**config.mk**
```make
export PLATFORM = sky130hd
export DESIGN_NAME = period_phase_amplitude_meter_top
export DESIGN_NICKNAME = d
export VERILOG_FILES = /design/src/rtl/core/ppam_pkg.sv /design/src/rtl/core/ppam_seq.sv /design/src/rtl/core/ppam_arith.sv /design/src/rtl/core/period_phase_amplitude_meter_top.sv
export SDC_FILE = /design/constraint.sdc
export NUM_CORES = 1
export LEC_CHECK = 0
export BUFFER_PORTS_ARGS = -buffer_cell sky130_fd_sc_hd__buf_2
export CORE_ASPECT_RATIO = 0.5
export CORE_MARGIN = 2
export CORE_UTILIZATION = 57
export CTS_CLUSTER_SIZE = 25
export DETAILED_ROUTE_END_ITERATION = 7
export GPL_ROUTABILITY_DRIVEN = 0
export PLACE_DENSITY = 0.86
export SLEW_MARGIN = 5
export SYNTH_ARGS = -nofsm -noshare
export SYNTH_HDL_FRONTEND = slang
export SYNTH_SLANG_ARGS = --single-unit
```
**constraint.sdc**
```tcl
create_clock -name aclk -period 9.4 [get_ports aclk]
set_clock_uncertainty 0.2 [all_clocks]
set_input_delay 1.41 -clock aclk [delete_from_list [all_inputs] [get_ports aclk]]
set_output_delay 1.41 -clock aclk [all_outputs]
set_load 0.005 [all_outputs]
```
**src/rtl/core/ppam_pkg.sv**
```systemverilog
// shared types and constants of the period, phase and amplitude meter
`default_nettype none

package ppam_pkg;

    localparam int COUNT_WIDTH = 24;
    localparam int ADC_WIDTH   = 14;
    localparam int GAIN_WIDTH  = 16;
    localparam int PHASE_WIDTH = 16;
    localparam int STEP_WIDTH  = 4;

    // delay times the full-turn constant, also the quotient width
    localparam int PROD_WIDTH   = COUNT_WIDTH + GAIN_WIDTH;
    localparam int DIV_CNT_WIDTH = $clog2(PROD_WIDTH + 1);

    localparam logic [COUNT_WIDTH-1:0] CNT_MAX = {COUNT_WIDTH{1'b1}};

    localparam logic [GAIN_WIDTH-1:0] RMS_GAIN_RESET = GAIN_WIDTH'(46341);
    localparam logic [GAIN_WIDTH-1:0] FULL_TURN_MUL  = GAIN_WIDTH'(36000);

    localparam logic [PROD_WIDTH-1:0] HALF_TURN       = PROD_WIDTH'(18000);
    localparam logic [PROD_WIDTH-1:0] FULL_TURN       = PROD_WIDTH'(36000);
    localparam logic [PROD_WIDTH-1:0] THREE_HALF_TURN = PROD_WIDTH'(54000);

    localparam logic signed [PHASE_WIDTH-1:0] PHASE_MAX = PHASE_WIDTH'(17999);
    localparam logic signed [PHASE_WIDTH-1:0] PHASE_MIN = -PHASE_WIDTH'(18000);

    // one finished measurement, handed from the tick sequencer to the math unit
    typedef struct packed {
        logic [COUNT_WIDTH-1:0] period;
        logic [COUNT_WIDTH-1:0] delay;
        logic [ADC_WIDTH-1:0]   peak_a;
        logic [ADC_WIDTH-1:0]   peak_b;
        logic                   sat;
    } meas_t;

    typedef struct packed {
        logic [COUNT_WIDTH-1:0]        period;
        logic signed [PHASE_WIDTH-1:0] phase;
        logic [ADC_WIDTH-1:0]          rms_a;
        logic [ADC_WIDTH-1:0]          rms_b;
        logic                          flag;
    } result_t;

endpackage

`default_nettype wire

```
**src/rtl/core/ppam_seq.sv**
```systemverilog
// tick sequencer: period, delay, peak capture, one tick per valid cycle
`default_nettype none

module ppam_seq (
    input  wire logic                           aclk,
    input  wire logic                           aresetn,
    input  wire logic                           tick_valid,
    input  wire logic                           sig_a,
    input  wire logic                           sig_b,
    input  wire logic [ppam_pkg::ADC_WIDTH-1:0] adc_a,
    input  wire logic [ppam_pkg::ADC_WIDTH-1:0] adc_b,
    output logic                                meas_done,
    output ppam_pkg::meas_t                     meas
);

    localparam logic [ppam_pkg::STEP_WIDTH-1:0] S_PER_A_LO  = 4'd0;
    localparam logic [ppam_pkg::STEP_WIDTH-1:0] S_PER_A_HI  = 4'd1;
    localparam logic [ppam_pkg::STEP_WIDTH-1:0] S_PER_HIGH  = 4'd2;
    localparam logic [ppam_pkg::STEP_WIDTH-1:0] S_PER_LOW   = 4'd3;
    localparam logic [ppam_pkg::STEP_WIDTH-1:0] S_DLY_A_LO  = 4'd4;
    localparam logic [ppam_pkg::STEP_WIDTH-1:0] S_DLY_A_HI  = 4'd5;
    localparam logic [ppam_pkg::STEP_WIDTH-1:0] S_DLY_B_LO  = 4'd6;
    localparam logic [ppam_pkg::STEP_WIDTH-1:0] S_DLY_B_HI  = 4'd7;
    localparam logic [ppam_pkg::STEP_WIDTH-1:0] S_PK_A_ZERO = 4'd8;
    localparam logic [ppam_pkg::STEP_WIDTH-1:0] S_PK_A_POS  = 4'd9;
    localparam logic [ppam_pkg::STEP_WIDTH-1:0] S_PK_A_WAIT = 4'd10;
    localparam logic [ppam_pkg::STEP_WIDTH-1:0] S_PK_B_ZERO = 4'd11;
    localparam logic [ppam_pkg::STEP_WIDTH-1:0] S_PK_B_POS  = 4'd12;
    localparam logic [ppam_pkg::STEP_WIDTH-1:0] S_PK_B_WAIT = 4'd13;

    localparam logic [ppam_pkg::COUNT_WIDTH-1:0] CNT_ONE = ppam_pkg::COUNT_WIDTH'(1);

    logic [ppam_pkg::STEP_WIDTH-1:0]  step_reg, step_next;
    logic [ppam_pkg::COUNT_WIDTH-1:0] cnt_reg, cnt_next;
    logic [ppam_pkg::COUNT_WIDTH-1:0] period_reg, period_next;
    logic [ppam_pkg::COUNT_WIDTH-1:0] delay_reg, delay_next;
    logic [ppam_pkg::ADC_WIDTH-1:0]   peak_a_reg, peak_a_next;
    logic                             sat_reg, sat_next;

    logic                             cnt_at_max;
    logic [ppam_pkg::COUNT_WIDTH-1:0] cnt_inc;
    logic                             quarter_hit;
    logic                             done;

    assign cnt_at_max  = (cnt_reg == ppam_pkg::CNT_MAX);
    assign cnt_inc     = cnt_at_max ? cnt_reg : cnt_reg + CNT_ONE;
    assign quarter_hit = (cnt_inc >= (period_reg >> 2));

    always_comb begin
        step_next   = step_reg;
        cnt_next    = cnt_reg;
        period_next = period_reg;
        delay_next  = delay_reg;
        peak_a_next = peak_a_reg;
        sat_next    = sat_reg;
        done        = 1'b0;
        if (tick_valid) begin
            case (step_reg)
                S_PER_A_LO, S_DLY_A_LO: begin
                    if (!sig_a) begin
                        step_next = step_reg + 4'd1;
                    end
                end
                S_PER_A_HI, S_DLY_A_HI: begin
                    if (sig_a) begin
                        cnt_next  = CNT_ONE;
                        step_next = step_reg + 4'd1;
                    end
                end
                S_PER_HIGH: begin
                    cnt_next = cnt_inc;
                    sat_next = sat_reg | cnt_at_max;
                    if (!sig_a) begin
                        step_next = S_PER_LOW;
                    end
                end
                S_PER_LOW: begin
                    if (sig_a) begin
                        period_next = cnt_reg;
                        step_next   = S_DLY_A_LO;
                    end else begin
                        cnt_next = cnt_inc;
                        sat_next = sat_reg | cnt_at_max;
                    end
                end
                S_DLY_B_LO: begin
                    cnt_next = cnt_inc;
                    sat_next = sat_reg | cnt_at_max;
                    if (!sig_b) begin
                        step_next = S_DLY_B_HI;
                    end
                end
                S_DLY_B_HI: begin
                    if (sig_b) begin
                        delay_next = cnt_reg;
                        step_next  = S_PK_A_ZERO;
                    end else begin
                        cnt_next = cnt_inc;
                        sat_next = sat_reg | cnt_at_max;
                    end
                end
                S_PK_A_ZERO: begin
                    if (adc_a == '0) begin
                        step_next = S_PK_A_POS;
                    end
                end
                S_PK_A_POS: begin
                    if (adc_a != '0) begin
                        cnt_next  = '0;
                        step_next = S_PK_A_WAIT;
                    end
                end
                S_PK_A_WAIT: begin
                    cnt_next = cnt_inc;
                    sat_next = sat_reg | cnt_at_max;
                    if (quarter_hit) begin
                        peak_a_next = adc_a;
                        step_next   = S_PK_B_ZERO;
                    end
                end
                S_PK_B_ZERO: begin
                    if (adc_b == '0) begin
                        step_next = S_PK_B_POS;
                    end
                end
                S_PK_B_POS: begin
                    if (adc_b != '0) begin
                        cnt_next  = '0;
                        step_next = S_PK_B_WAIT;
                    end
                end
                S_PK_B_WAIT: begin
                    cnt_next = cnt_inc;
                    sat_next = sat_reg | cnt_at_max;
                    if (quarter_hit) begin
                        done      = 1'b1;
                        cnt_next  = '0;
                        sat_next  = 1'b0;
                        step_next = S_PER_A_LO;
                    end
                end
                default: begin
                    step_next = S_PER_A_LO;
                end
            endcase
        end
    end

    always_ff @(posedge aclk) begin
        if (!aresetn) begin
            step_reg   <= S_PER_A_LO;
            cnt_reg    <= '0;
            period_reg <= '0;
            delay_reg  <= '0;
            peak_a_reg <= '0;
            sat_reg    <= 1'b0;
        end else begin
            step_reg   <= step_next;
            cnt_reg    <= cnt_next;
            period_reg <= period_next;
            delay_reg  <= delay_next;
            peak_a_reg <= peak_a_next;
            sat_reg    <= sat_next;
        end
    end

    // the last tick's own saturation still counts toward this measurement
    assign meas_done   = done;
    assign meas.period = period_reg;
    assign meas.delay  = delay_reg;
    assign meas.peak_a = peak_a_reg;
    assign meas.peak_b = adc_b;
    assign meas.sat    = sat_reg | cnt_at_max;

endmodule

`default_nettype wire

```
**src/rtl/core/ppam_arith.sv**
```systemverilog
// shared multiplier and radix-2 divider that turn a measurement into a result
`default_nettype none

module ppam_arith (
    input  wire logic                            aclk,
    input  wire logic                            aresetn,
    input  wire logic                            start,
    input  wire ppam_pkg::meas_t                 meas,
    input  wire logic [ppam_pkg::GAIN_WIDTH-1:0] rms_gain,
    input  wire logic                            res_take,
    output logic                                 busy,
    output logic                                 res_valid,
    output ppam_pkg::result_t                    res
);

    localparam logic [1:0] A_IDLE = 2'd0;
    localparam logic [1:0] A_MUL  = 2'd1;
    localparam logic [1:0] A_DIV  = 2'd2;
    localparam logic [1:0] A_DONE = 2'd3;

    localparam logic [1:0] MUL_PHASE = 2'd0;
    localparam logic [1:0] MUL_RMS_A = 2'd1;
    localparam logic [1:0] MUL_RMS_B = 2'd2;

    localparam int CW = ppam_pkg::COUNT_WIDTH;
    localparam int PW = ppam_pkg::PROD_WIDTH;
    localparam int GW = ppam_pkg::GAIN_WIDTH;
    localparam int AW = ppam_pkg::ADC_WIDTH;

    logic [1:0]                          state_reg;
    logic [1:0]                          mul_idx_reg;
    logic [ppam_pkg::DIV_CNT_WIDTH-1:0]  div_cnt_reg;
    ppam_pkg::meas_t                     meas_reg;
    logic [PW-1:0]                       quo_reg;
    logic [CW-1:0]                       rem_reg;
    logic [AW-1:0]                       rms_a_reg;
    logic [AW-1:0]                       rms_b_reg;

    logic [CW-1:0] mul_op_a;
    logic [GW-1:0] mul_op_b;
    logic [PW-1:0] mul_prod;

    logic [CW:0]   trial;
    logic [CW:0]   diff;
    logic          trial_ge;

    always_comb begin
        case (mul_idx_reg)
            MUL_PHASE: begin
                mul_op_a = meas_reg.delay;
                mul_op_b = ppam_pkg::FULL_TURN_MUL;
            end
            MUL_RMS_A: begin
                mul_op_a = CW'(meas_reg.peak_a);
                mul_op_b = rms_gain;
            end
            MUL_RMS_B: begin
                mul_op_a = CW'(meas_reg.peak_b);
                mul_op_b = rms_gain;
            end
            default: begin
                mul_op_a = '0;
                mul_op_b = '0;
            end
        endcase
    end

    assign mul_prod = PW'(mul_op_a) * PW'(mul_op_b);

    // one quotient bit per cycle, dividend shifts out of quo_reg as bits shift in
    assign trial    = {rem_reg, quo_reg[PW-1]};
    assign trial_ge = (trial >= {1'b0, meas_reg.period});
    assign diff     = trial - {1'b0, meas_reg.period};

    always_ff @(posedge aclk) begin
        if (!aresetn) begin
            state_reg   <= A_IDLE;
            mul_idx_reg <= MUL_PHASE;
            div_cnt_reg <= '0;
        end else begin
            case (state_reg)
                A_IDLE: begin
                    if (start) begin
                        state_reg   <= A_MUL;
                        mul_idx_reg <= MUL_PHASE;
                    end
                end
                A_MUL: begin
                    if (mul_idx_reg == MUL_RMS_B) begin
                        state_reg   <= A_DIV;
                        div_cnt_reg <= ppam_pkg::DIV_CNT_WIDTH'(PW);
                    end
                    mul_idx_reg <= mul_idx_reg + 2'd1;
                end
                A_DIV: begin
                    if (div_cnt_reg == ppam_pkg::DIV_CNT_WIDTH'(1)) begin
                        state_reg <= A_DONE;
                    end
                    div_cnt_reg <= div_cnt_reg - ppam_pkg::DIV_CNT_WIDTH'(1);
                end
                A_DONE: begin
                    if (res_take) begin
                        state_reg <= A_IDLE;
                    end
                end
                default: begin
                    state_reg <= A_IDLE;
                end
            endcase
        end
    end

    always_ff @(posedge aclk) begin
        if (state_reg == A_IDLE && start) begin
            meas_reg <= meas;
        end
        if (state_reg == A_MUL) begin
            case (mul_idx_reg)
                MUL_PHASE: begin
                    quo_reg <= mul_prod;
                    rem_reg <= '0;
                end
                MUL_RMS_A: rms_a_reg <= mul_prod[AW+GW-1:GW];
                MUL_RMS_B: rms_b_reg <= mul_prod[AW+GW-1:GW];
                default: begin
                end
            endcase
        end
        if (state_reg == A_DIV) begin
            quo_reg <= {quo_reg[PW-2:0], trial_ge};
            rem_reg <= trial_ge ? diff[CW-1:0] : trial[CW-1:0];
        end
    end

    // wrap once into the half-open range, clamp what is still too large
    always_comb begin
        res.period = meas_reg.period;
        res.rms_a  = rms_a_reg;
        res.rms_b  = rms_b_reg;
        res.flag   = meas_reg.sat;
        if (meas_reg.period == '0) begin
            res.phase = '0;
        end else if (quo_reg < ppam_pkg::HALF_TURN) begin
            res.phase = quo_reg[ppam_pkg::PHASE_WIDTH-1:0];
        end else if (quo_reg < ppam_pkg::THREE_HALF_TURN) begin
            res.phase = ppam_pkg::PHASE_WIDTH'(quo_reg - ppam_pkg::FULL_TURN);
        end else begin
            res.phase = ppam_pkg::PHASE_MAX;
            res.flag  = 1'b1;
        end
    end

    assign busy      = (state_reg != A_IDLE);
    assign res_valid = (state_reg == A_DONE);

`ifndef SYNTHESIS
    a_start_only_idle: assert property (@(posedge aclk) disable iff (!aresetn)
        start |-> state_reg == A_IDLE)
        else $error("measurement started while math unit busy");

    a_result_holds: assert property (@(posedge aclk) disable iff (!aresetn)
        res_valid && !res_take |=> res_valid && $stable(res))
        else $error("pending result changed before hand-over");

    a_phase_range: assert property (@(posedge aclk) disable iff (!aresetn)
        res_valid |-> res.phase <= ppam_pkg::PHASE_MAX && res.phase >= ppam_pkg::PHASE_MIN)
        else $error("phase outside half-turn range");
`endif

endmodule

`default_nettype wire

```
**src/rtl/core/period_phase_amplitude_meter_top.sv**
```systemverilog
// top level of the period, phase and amplitude meter with stream ports
`default_nettype none

// Each input transaction is one timer tick carrying the levels of signals A and
// B and one ADC sample of each. While a measurement runs, one tick is taken
// every clock cycle with s_tvalid high. After the tick that captures the peak of
// B, the shared multiplier forms delay times 36000, then both RMS scalings, and
// the radix-2 divider works out the phase quotient; s_tready stays low until the
// result moves into the output register, which waits while the previous result
// sits unread there. The user writes rms_gain through cfg_we and cfg_wdata only
// while no measurement is pending, not enforced here; resets to 0.7071 in Q0.16.

module period_phase_amplitude_meter_top (
    input  wire logic        aclk,
    input  wire logic        aresetn,
    input  wire logic        cfg_we,
    input  wire logic [15:0] cfg_wdata,
    input  wire logic        s_tvalid,
    output logic             s_tready,
    // sig_a [0], sig_b [1], adc_a [15:2], adc_b [29:16], zero [31:30]
    input  wire logic [31:0] s_tdata,
    output logic             m_tvalid,
    input  wire logic        m_tready,
    // period_ticks [23:0], phase_centideg [39:24], rms_a [53:40], rms_b [67:54],
    // zero [71:68]
    output logic [71:0]      m_tdata,
    // range_flag [0]
    output logic [0:0]       m_tuser
);

    localparam int AW = ppam_pkg::ADC_WIDTH;

    logic [ppam_pkg::GAIN_WIDTH-1:0] rms_gain_reg;
    logic                            s_accept;
    logic                            meas_done;
    ppam_pkg::meas_t                 meas;
    logic                            arith_busy;
    logic                            res_valid;
    ppam_pkg::result_t               res;
    logic                            out_load;
    logic                            m_tvalid_reg;
    ppam_pkg::result_t               out_reg;

    assign s_tready = !arith_busy;
    assign s_accept = s_tvalid && s_tready;
    assign out_load = res_valid && (!m_tvalid_reg || m_tready);

    always_ff @(posedge aclk) begin
        if (!aresetn) begin
            rms_gain_reg <= ppam_pkg::RMS_GAIN_RESET;
        end else if (cfg_we) begin
            rms_gain_reg <= cfg_wdata;
        end
    end

    ppam_seq u_seq (
        .aclk      (aclk),
        .aresetn   (aresetn),
        .tick_valid(s_accept),
        .sig_a     (s_tdata[0]),
        .sig_b     (s_tdata[1]),
        .adc_a     (s_tdata[AW+1:2]),
        .adc_b     (s_tdata[2*AW+1:AW+2]),
        .meas_done (meas_done),
        .meas      (meas)
    );

    ppam_arith u_arith (
        .aclk     (aclk),
        .aresetn  (aresetn),
        .start    (meas_done),
        .meas     (meas),
        .rms_gain (rms_gain_reg),
        .res_take (out_load),
        .busy     (arith_busy),
        .res_valid(res_valid),
        .res      (res)
    );

    always_ff @(posedge aclk) begin
        if (!aresetn) begin
            m_tvalid_reg <= 1'b0;
        end else if (out_load) begin
            m_tvalid_reg <= 1'b1;
        end else if (m_tready) begin
            m_tvalid_reg <= 1'b0;
        end
    end

    always_ff @(posedge aclk) begin
        if (out_load) begin
            out_reg <= res;
        end
    end

    assign m_tvalid = m_tvalid_reg;
    assign m_tdata  = {4'b0000, out_reg.rms_b, out_reg.rms_a, out_reg.phase, out_reg.period};
    assign m_tuser  = out_reg.flag;

`ifndef SYNTHESIS
    a_no_output_after_reset: assert property (@(posedge aclk)
        !aresetn |=> !m_tvalid)
        else $error("result valid right after reset");

    a_load_only_when_free: assert property (@(posedge aclk) disable iff (!aresetn)
        out_load |-> !m_tvalid || m_tready)
        else $error("output register overwritten before transaction");

    a_no_tick_while_math: assert property (@(posedge aclk) disable iff (!aresetn)
        res_valid |-> !s_accept)
        else $error("tick taken while a result is pending");
`endif

endmodule

`default_nettype wire
```
==> impl_metrics.py <==
metrics = {
    "power": {
        "leakage_nw": 13.28,
        "p_sw_share_pct": 27.29,
        "cellPowerDensity_nw_per_um2": 125.5,
        "power_mw": 3.802,
        "p_switching_mw": 1.037,
        "seq_power_share_pct": 47.9,
        "ir_drop_v": 0.0001081,
        "internal_power_mw": 2.765,
        "combPwrFrac_pct": 13.7,
        "clock_power_share_pct": 38.4,
    },
    "synth": {
        "netlist_area_sq_um": 27910,
        "synth-edff-count": 238,
        "yosys_register_bits": 356,
        "synth_ff_type": "edfxtp_1",
        "syn_avg_cell_area_sq_um": 9.737,
        "asyncSetResetFlopFracSynth_pct": 0,
        "ys_seq_area_share_pct": 34.07,
        "synth_cells": 2866,
        "yosys_warnings": 0,
        "synth.distinct_cells": 79,
    },
    "drt": {
        "drc_errors": 0,
        "num_vias": 21433,
        "wirelength_microns": 70870,
        "via_per_inst": 5.934,
        "detail_route.wl_per_cell_microns": 19.62,
        "firstDrtPassIters": 6,
        "drtIter0Drc": 2323,
        "drtAntennaViolNets": 0,
    },
    "worst_setup_path": {
        "r2r_cells": 26,
        "cp-end-kind": "register",
        "cp-start-kind": "register",
        "critPathBufInv": 6,
        "cp_top_family": "adder cells",
        "max_stage_delay_ns": 0.72,
        "cp_slowest_cell": "and2_1",
        "critical_path_class": "register to register",
        "critPathArrivalTime_ns": 8.97,
        "cp_num_cells": 26,
        "critical_path_required_ns": 9.47,
        "crit_fanout": 22,
        "cp_common_cell": "fa_1",
    },
    "floorplan": {
        "die_width_microns": 316.9,
        "core_sq_um": 48430,
        "die_area_sq_um": 50850,
        "start_util_pct": 57.63,
        "pin_count": 128,
        "die_y_microns": 160.5,
        "rows": 57,
    },
    "global_route": {
        "grt_pass1_wl_microns": 112700,
        "grt_max_degree": 82,
        "met2_usage_pct": 45.64,
        "grt_use_met3_pct": 6.637,
        "busiest_layer": "met2",
        "antenna_found_initial": 0,
        "grtUsageMet1_pct": 35.47,
        "grt_pass1_vias": 21970,
        "track_usage_pct": 28.08,
        "overflow": 0,
    },
    "timing": {
        "hold_violations": 0,
        "maxSlewHeadroom_pct": 18.22,
        "final_max_slew_viol_count": 0,
        "fin_setup_tns_ns": 0,
        "rsz0062_at_grt": "false",
        "tightest_slew_ns": 1.222,
        "max_freq_mhz": 112.3,
        "hold_slack_ns": 0.2171,
        "fin_crit_ns": 8.906,
        "post-route-period-util_pct": 94.75,
        "finalSetupViolCount": 0,
    },
    "cells_and_area": {
        "fillers": 3515,
        "most-common-layout-cells": "nand2_1, inv_1, fa_1, nor2_1, edfxtp_1",
        "multiInputGateArea_sq_um": 16300,
        "drive_above_1_share_pct": 8.606,
        "seqCellArea_sq_um": 9509,
        "diodes": 0,
        "largest_reg_flops": 68,
        "areaGrowthSynthToFinish_pct": 8.536,
        "fin_nets": 3470,
        "final_common_cell": "nand2_1",
        "layout.cells.non_filler": 3612,
        "final_util_pct": 62.55,
    },
    "run": {
        "maxCapViolations": 0,
    },
    "worst_hold_path": {
        "hold_path_class": "register to register",
        "hold_depth": 0,
    },
    "clocking": {
        "clk_latency_ns": 0.56,
        "clkSinkCount": 356,
        "h-tree-depth": 2,
        "clk_pin_slew_worst_paths_ns": 0.07,
        "cts-resized-gates": 0,
        "cts_setup_buffers": 0,
        "root_buffer": "clkbuf_16",
        "cts_buffers": 35,
        "cts_buffer_depth": 3,
        "cts_tree": "yes",
        "hold_buffers": 0,
    },
    "place": {
        "port_buffers": 121,
        "hpwl_microns": 53160,
        "placed_cells": 3548,
    },
    "run_status": {
        "status": "completed",
    },
}
-- cell families (layout without fill, tap and decap cells) --
kind of cell	count (synthesis)	in the layout	share of synthesized area, %
mux	67	67	2.484
simple gates	941	941	14.66
other cells	1	4	0.01344
flops	356	356	34.07
compound gates	372	372	8.523
fa+ha+maj	481	481	29.82
xor+xnor	85	85	2.668
buf+inv	563	657	7.756
-- routing by layer --
metal	share of wire [%]	up-vias
met2	47	1233
li1	-	9456
met5	0	-
met1	37	10398
met4	5.5	0
met3	11	346
-- power by group through the flow --
stage	sequential [mW]	combinational [mW]	clock, mW
3_5_place_dp	1.85	0.505	0
4_1_cts	1.82	0.512	1.47
6_report	1.82	0.522	1.46
3_3_place_gp	1.85	0.487	0
2_1_floorplan	1.82	0.400	0
5_1_grt	1.83	0.570	1.52
-- per-stage QoR --
step                      instance area, sq um  setup slack [ns]
after CTS                                30280            0.7516
after global routing                     30290            0.1703
after floorplan                          27920             1.499
after detailed placement                 29110            0.8596
after global placement                   29110             1.009
final                                    30290            0.4938
-- cell type report --
type,count,area share (%)
Clock inverter,14,0.5370
Sequential cell,356,31.39
Tap cell,649,2.681
Inverter,441,5.465
Clock buffer,50,3.346
Multi-Input combinational cell,1950,53.81
Timing Repair Buffer,152,2.768
-- Yosys cell counts (4+ instances only) --
cell type	count	share of area (%)
a2111oi_0	6	0.19
a211oi_1	11	0.30
a21o_1	30	0.81
a21oi_1	130	2.3
a22o_1	15	0.47
a22oi_1	15	0.40
a31oi_1	10	0.22
and2_1	37	0.83
and3_1	13	0.29
and4_1	4	0.13
buf_1	5	0.067
buf_2	7	0.13
buf_4	7	0.19
clkbuf_1	100	1.3
dfxtp_1	118	8.5
edfxtp_1	238	26
fa_1	307	22
ha_1	174	7.8
inv_1	439	5.9
mux2_2	18	0.73
mux2i_1	49	1.8
nand2_1	454	6.1
nand2b_1	18	0.40
nand3_1	34	0.61
nand4_1	17	0.38
nor2_1	277	3.7
nor2b_1	7	0.16
nor3_1	21	0.38
nor4_1	23	0.52
o211ai_1	7	0.19
o21a_1	16	0.43
o21ai_0	60	1.1
o21bai_1	7	0.19
o22ai_1	7	0.16
o31a_1	6	0.19
o31ai_1	14	0.38
or2_2	10	0.22
or3_1	7	0.16
xnor2_1	50	1.6
xor2_1	35	1.1
-- worst paths after layout --
path / startpoint / end / slack [ns]
worst max-delay path: u_arith.mul_idx_reg[0]$_SDFFE_PN0P_ / u_arith.quo_reg[36]$_DFFE_PP_ / 0.49
worst min-delay path: u_arith.rms_a_reg[6]$_DFFE_PP_ / m_tdata[46]$_DFFE_PP_ / 0.22
worst max register to register: u_arith.mul_idx_reg[0]$_SDFFE_PN0P_ / u_arith.quo_reg[36]$_DFFE_PP_ / 0.49
worst min register to register: u_arith.rms_a_reg[6]$_DFFE_PP_ / m_tdata[46]$_DFFE_PP_ / 0.22
No activity file was read; power rests on OpenSTA's default activity.
